$ cat config.mk
export PLATFORM = sky130hd
export DESIGN_NAME = swft_cell
export DESIGN_NICKNAME = d
export VERILOG_FILES = /design/src/design/sorted_word_frequency_table_defines.svh /design/src/design/swft_pkg.sv /design/src/design/swft_cell.sv
export SDC_FILE = /design/constraint.sdc
export NUM_CORES = 1
export LEC_CHECK = 0
export BUFFER_PORTS_ARGS = -buffer_cell sky130_fd_sc_hd__clkbuf_2
export CAP_MARGIN = 40
export CORE_UTILIZATION = 35
export CTS_BUF_LIST = sky130_fd_sc_hd__clkbuf_8
export CTS_CLUSTER_SIZE = 20
export DETAILED_ROUTE_END_ITERATION = 8
export PLACE_DENSITY = 0.64
export SYNTH_ARGS = -nofsm -noshare
export SYNTH_HDL_FRONTEND = slang
export SYNTH_SLANG_ARGS = --single-unit
$ cat constraint.sdc
create_clock -name clk_i -period 2.9 [get_ports clk_i]
set_input_delay 0.58 -clock clk_i [delete_from_list [all_inputs] [get_ports clk_i]]
set_output_delay 0.58 -clock clk_i [all_outputs]
set_load 0.005 [all_outputs]
$ cat src/design/sorted_word_frequency_table_defines.svh
// Assertion macros shared by the sorted word frequency table.
`ifndef SORTED_WORD_FREQUENCY_TABLE_DEFINES_SVH
`define SORTED_WORD_FREQUENCY_TABLE_DEFINES_SVH

// Condition implies consequence in the same cycle.
`define SWFT_ASSERT_IMPLY(lbl, ante, cons, msg) \
  lbl: assert property (@(posedge clk_i) disable iff (!rst_ni) (ante) |-> (cons)) \
    else $error(msg);

// Condition implies consequence in the next cycle.
`define SWFT_ASSERT_NEXT(lbl, ante, cons, msg) \
  lbl: assert property (@(posedge clk_i) disable iff (!rst_ni) (ante) |=> (cons)) \
    else $error(msg);

`endif

$ cat src/design/swft_pkg.sv
// ----------------------------------------------------------------------------
// swft_pkg
// Shared constants, codes and types of the sorted word frequency table.
// ----------------------------------------------------------------------------
package swft_pkg;

  localparam int TABLE_DEPTH = 64;
  localparam int KEY_BITS    = 64;
  localparam int COUNT_BITS  = 32;
  localparam int POS_W       = $clog2(TABLE_DEPTH);
  localparam int IDX_W       = $clog2(TABLE_DEPTH + 1);

  localparam logic [1:0] CMD_ADD    = 2'd0;
  localparam logic [1:0] CMD_REMOVE = 2'd1;
  localparam logic [1:0] CMD_DUMP   = 2'd2;

  localparam logic [2:0] ST_INSERTED  = 3'd0;
  localparam logic [2:0] ST_COUNTED   = 3'd1;
  localparam logic [2:0] ST_REMOVED   = 3'd2;
  localparam logic [2:0] ST_NOT_FOUND = 3'd3;
  localparam logic [2:0] ST_FULL      = 3'd4;
  localparam logic [2:0] ST_DUMP      = 3'd5;

  typedef struct packed {
    logic                  valid;
    logic [KEY_BITS-1:0]   key;
    logic [COUNT_BITS-1:0] count;
  } swft_entry_t;

  typedef struct packed {
    logic                  valid;
    logic [COUNT_BITS-1:0] count;
    logic [POS_W-1:0]      idx;
  } swft_aux_t;

  typedef struct packed {
    logic                eval;
    logic                ins;
    logic                del;
    logic                inc;
    logic                dload;
    logic                rot;
    logic [KEY_BITS-1:0] word;
  } swft_op_t;

endpackage

$ cat src/design/swft_cell.sv
// ----------------------------------------------------------------------------
// swft_cell
// One table slot: key, count, compare flags and the ranking ring stage.
// ----------------------------------------------------------------------------
module swft_cell import swft_pkg::*; (
  input  logic             clk_i,
  input  logic             rst_ni,
  input  swft_op_t         op_i,
  input  logic [POS_W-1:0] idx_i,
  input  swft_entry_t      left_i,
  input  swft_entry_t      right_i,
  input  logic             left_lt_i,
  input  swft_aux_t        aux_left_i,
  output logic             lt_o,
  output logic             eq_o,
  output swft_entry_t      ent_o,
  output swft_aux_t        aux_o,
  output logic [IDX_W-1:0] rank_o
);

  swft_entry_t      ent_q, ent_d;
  swft_aux_t        aux_q, aux_d;
  logic             lt_q, lt_d, eq_q, eq_d;
  logic [IDX_W-1:0] rank_q, rank_d;
  logic             ahead;

  // aux entry ranks ahead of this one: lower count, or equal count and lower slot
  assign ahead = aux_q.valid && ((aux_q.count < ent_q.count) ||
                 ((aux_q.count == ent_q.count) && (aux_q.idx < idx_i)));

  always_comb begin
    ent_d  = ent_q;
    aux_d  = aux_q;
    lt_d   = lt_q;
    eq_d   = eq_q;
    rank_d = rank_q;
    if (op_i.eval) begin
      lt_d = ent_q.valid && (ent_q.key < op_i.word);
      eq_d = ent_q.valid && (ent_q.key == op_i.word);
    end
    if (op_i.ins && !lt_q) begin
      if (left_lt_i) begin
        ent_d.valid = 1'b1;
        ent_d.key   = op_i.word;
        ent_d.count = COUNT_BITS'(1);
      end else begin
        ent_d = left_i;
      end
    end
    if (op_i.del && !lt_q) begin
      ent_d = right_i;
    end
    if (op_i.inc && eq_q && (ent_q.count != '1)) begin
      ent_d.count = ent_q.count + COUNT_BITS'(1);
    end
    if (op_i.dload) begin
      aux_d.valid = ent_q.valid;
      aux_d.count = ent_q.count;
      aux_d.idx   = idx_i;
      rank_d      = '0;
    end
    if (op_i.rot) begin
      aux_d = aux_left_i;
      if (ahead) begin
        rank_d = rank_q + IDX_W'(1);
      end
    end
  end

  always_ff @(posedge clk_i or negedge rst_ni) begin
    if (!rst_ni) begin
      ent_q  <= '0;
      aux_q  <= '0;
      lt_q   <= 1'b0;
      eq_q   <= 1'b0;
      rank_q <= '0;
    end else begin
      ent_q  <= ent_d;
      aux_q  <= aux_d;
      lt_q   <= lt_d;
      eq_q   <= eq_d;
      rank_q <= rank_d;
    end
  end

  assign lt_o   = lt_q;
  assign eq_o   = eq_q;
  assign ent_o  = ent_q;
  assign aux_o  = aux_q;
  assign rank_o = rank_q;

endmodule

==> run summary <==
The flow ran to the end, and the final reports show no timing, DRC or antenna violations. At the worst endpoint, the required time is 3280 ps. For this run, the leading register cell type out of synthesis is sky130_fd_sc_hd__dfrtp_1.

The detail route stage leaves a number of antenna-violating nets equal to 0. IR analysis of the VDD net gives a maximum drop of 0.378 mV. Type of element launching the critical path: a register.

The I/O pin count is 457, and the minimum clock period is 2680 ps. The capturing element type of the critical path is a register. The floorplan step set the die width to 177 um.

Leaving out fill and tap cells, the most frequent cells in the layout are sky130_fd_sc_hd__clkbuf_2, sky130_fd_sc_hd__nand2_1, sky130_fd_sc_hd__dfrtp_1. The final clock period utilization by the worst path was 92.5%; the total clock buffers created by CTS was 17. Of the cells placed in the final design, the portion with a size suffix greater than 1 is 32.4%. Port buffering added 456 buffers. Via count: 11100. The tools report the wire length of the first global-routing pass as 58800 um. For this block, the routed nets add up to 38800 um of wire. The most common cell after layout, fill and taps aside was sky130_fd_sc_hd__clkbuf_2. The path type of the worst setup path was reg -> reg.

The count of maximum capacitance violations was 0. The logs give 31200 um^2 for the area enclosed by the die boundary and 63 for the number of core rows. For this run, the share of the core covered by cells in the final layout is 46.9%.

The tools report the initial antenna violation count as 2. Yosys mapped the design onto 58 distinct sky130hd cell types. The H-tree was split into 4 levels. The logs give 0 for the number of pins with negative max-slew slack in the final report and 7.35 nW for the leakage power.

Summed over all failing endpoints, the final setup total negative slack is 0 ps. The total routing usage reported by global routing is 24.5%. The remaining max-slew budget at the tightest pin is 27.6%, and the final setup violation count is 0.

The tools report the buffer cell driving the clock tree root as sky130_fd_sc_hd__clkbuf_8. In the final routed layout, each cell accounts on average for 18.2 um. The number of detailed-routing iterations run before antenna repair was 5. Dividing the detail-routed via count by the number of cells gives 5.21.

In this run the worst path has a maximum fanout of 13. The mean instance size in the synthesized netlist is 8.32 um^2, and the diode insertion count for antenna repair is 0. Setup repair after global routing left no endpoint under its margin.

The register area share after synthesis was 33.9%. The run gives 0 as the remaining routing DRC violations. The worst hold path belongs to the class in -> async.

The region available for standard cell placement spans 29900 um^2. Fill cells in the final layout number 3014. At the end of routability-driven placement, the weighted congestion stood at 0.902.

For this design the ratio of total power to cell area is 791 nW/um^2. Based on the critical path, the design can be clocked at up to 373 MHz. Data arrives at the worst endpoint at 3060 ps.

The maximum buffer depth of the clock tree was 2; the final hold violation count was 0. For the worst-skew pair, the clock arrives at the later sink with an insertion delay of 490 ps. The half-perimeter wire length after placement was 30900 um; the number of instances in the synthesized netlist was 1285. Across the routed clock network, the largest skew measured is 21.2 ps. The transition time at the pin with the least slew margin was 1090 ps.

TritonCTS built the clock tree. The post-synth net total is 1700, and the total number of yosys warnings is 0. After the first detailed-routing iteration, the DRC count stood at 495.

Compared with the post-synthesis result, the final layout area differs by 31.1%. The logs give 10700 um^2 for the netlist area before placement and 145 for the clock sink count. In this run, synthesis produced a sequential element count of 145.

The count of flip-flops with a built-in enable after synthesis was 0. After global routing the overflow that remains totals 0. Of all flip-flops after synthesis, the portion carrying an async set or reset was 100%. The number of global-route vias before repair is 10700, and the height of the chip is 177 um. After the last flow step, the layout net total stands at 2142. The post-CTS setup buffer count came out at 0. The clock-pin slew of the registers on the worst-case setup and hold paths was 90 ps.

Entering global routing, the biggest net connects 146 pins. The run gives 35.8% as the initial core utilization.
## layout make-up
type,instances,area (um^2),share of cell area [%]
multi-input combinational,957,6400,45.7
clock buffer,18,248,1.77
sequential,145,3630,25.9
inverter,111,417,2.97
tap,390,488,3.48
clock inverter,14,173,1.23
timing repair buffer,495,2660,19.0
## synth_stat cells, types with 2 or more instances
cell type                  count  area [um^2]
sky130_fd_sc_hd__a211o_1       3         26.3
sky130_fd_sc_hd__a211oi_1     30          225
sky130_fd_sc_hd__a211oi_2      3         37.5
sky130_fd_sc_hd__a21o_1        9         67.6
sky130_fd_sc_hd__a21oi_1     134          671
sky130_fd_sc_hd__a221oi_1      3         26.3
sky130_fd_sc_hd__a221oi_2      8          120
sky130_fd_sc_hd__a311oi_1      4         35.0
sky130_fd_sc_hd__a31o_2        5         43.8
sky130_fd_sc_hd__a32o_1        3         30.0
sky130_fd_sc_hd__and2_1        4         25.0
sky130_fd_sc_hd__and3_1        3         18.8
sky130_fd_sc_hd__and4_1        3         26.3
sky130_fd_sc_hd__buf_1        15         56.3
sky130_fd_sc_hd__buf_2         2         10.0
sky130_fd_sc_hd__buf_4         2         15.0
sky130_fd_sc_hd__buf_6         2         22.5
sky130_fd_sc_hd__clkbuf_1     51          191
sky130_fd_sc_hd__dfrtp_1     145         3630
sky130_fd_sc_hd__ha_1        103         1290
sky130_fd_sc_hd__inv_1       111          417
sky130_fd_sc_hd__mux2i_1     105         1050
sky130_fd_sc_hd__nand2_1     158          593
sky130_fd_sc_hd__nand2b_1      8         50.1
sky130_fd_sc_hd__nand3_1      13         65.1
sky130_fd_sc_hd__nand4_1      20          125
sky130_fd_sc_hd__nor2_1       96          360
sky130_fd_sc_hd__nor2b_1       3         18.8
sky130_fd_sc_hd__nor3_1       17         85.1
sky130_fd_sc_hd__nor3b_1      32          240
sky130_fd_sc_hd__nor4_1        7         43.8
sky130_fd_sc_hd__o211ai_1      5         37.5
sky130_fd_sc_hd__o21ai_0     139          696
sky130_fd_sc_hd__o21ai_1       2         10.0
sky130_fd_sc_hd__o221ai_1      2         17.5
sky130_fd_sc_hd__o22ai_1       3         18.8
sky130_fd_sc_hd__o311ai_1      2         17.5
sky130_fd_sc_hd__o32ai_1       2         17.5
sky130_fd_sc_hd__or2_2         3         18.8
sky130_fd_sc_hd__xnor2_1       7         61.3
## where the power goes
group	switching [mW]	total, mW	internal [mW]
clock network	0.960	1.78	0.817
logic	3.25	5.70	2.45
registers	0.804	3.61	2.81
## routing by layer
layer  track usage (%)  wire length (um)  share of wire (%)
met1              29.6             16100                 41
met2              43.5             19500                 50
met4              7.22               806                2.1
met3              4.81              2390                6.2
met5                 0                24              0.062
## through the flow
stage                     hold WS [ps]  instance area (um^2)  cells  setup WS [ps]  power [mW]
after floorplan                    284                 10700   1285            341        6.72
after global placement             494                 13600   2098            133        9.17
after detailed placement           500                 13600   2098            109        9.31
after CTS                          249                 14000   2130           84.1        11.1
after global routing               263                 14000   2130           5.79        12.0
final                             92.5                 14000   2130            218        11.1
## registers in the layout, summed over array words and instances, names as in the netlist
signal / cells
lt_o: 1
eq_o: 1
rank_o: 7
aux_o: 39
ent_o: 97
## critical path: stages (launching register included)
cell and delay, ps:
sky130_fd_sc_hd__dfrtp_1 360, sky130_fd_sc_hd__ha_1 180, sky130_fd_sc_hd__nand4_1 170, sky130_fd_sc_hd__or4b_4 580, sky130_fd_sc_hd__nor4_4 310, sky130_fd_sc_hd__buf_4 200, sky130_fd_sc_hd__a21oi_4 70, sky130_fd_sc_hd__nor2_4 200
sky130_fd_sc_hd__buf_12 190, sky130_fd_sc_hd__a211oi_1 60, sky130_fd_sc_hd__a311oi_1 280
## kinds of logic (layout without fill, tap and decap cells)
family	count (synthesis)	count (layout)	synth area share [%]
AOI/OAI and AO/OA	368	368	20.5
xor gates and xnor gates	7	7	0.574
adders and majority gates	103	103	12.1
buffers and inverters	183	638	6.66
DFF	145	145	33.9
muxes	105	105	9.83
and+or+nand+nor	374	374	16.4
## repair_timing
item                                    4_1_cts  5_1_grt
hold buffers                                  0        0
endpoints found under the setup margin        0       19
resized for setup                             0        6
## final timing paths
path                               start        end  slack [ps]  cells after the start
setup / recovery                ent_o[1]  ent_o[18]         220                     10
min in group clk_i         aux_left_i[6]   aux_o[6]         300                      3
hold / removal                    rst_ni  ent_o[49]          90                      2
max in group asynchronous         rst_ni  ent_o[14]        1860                      2
setup reg to reg                ent_o[1]  ent_o[18]         220                     10
hold reg to reg                ent_o[45]  ent_o[45]         520                      2
Note: power is estimated with default switching activity, not from simulation.
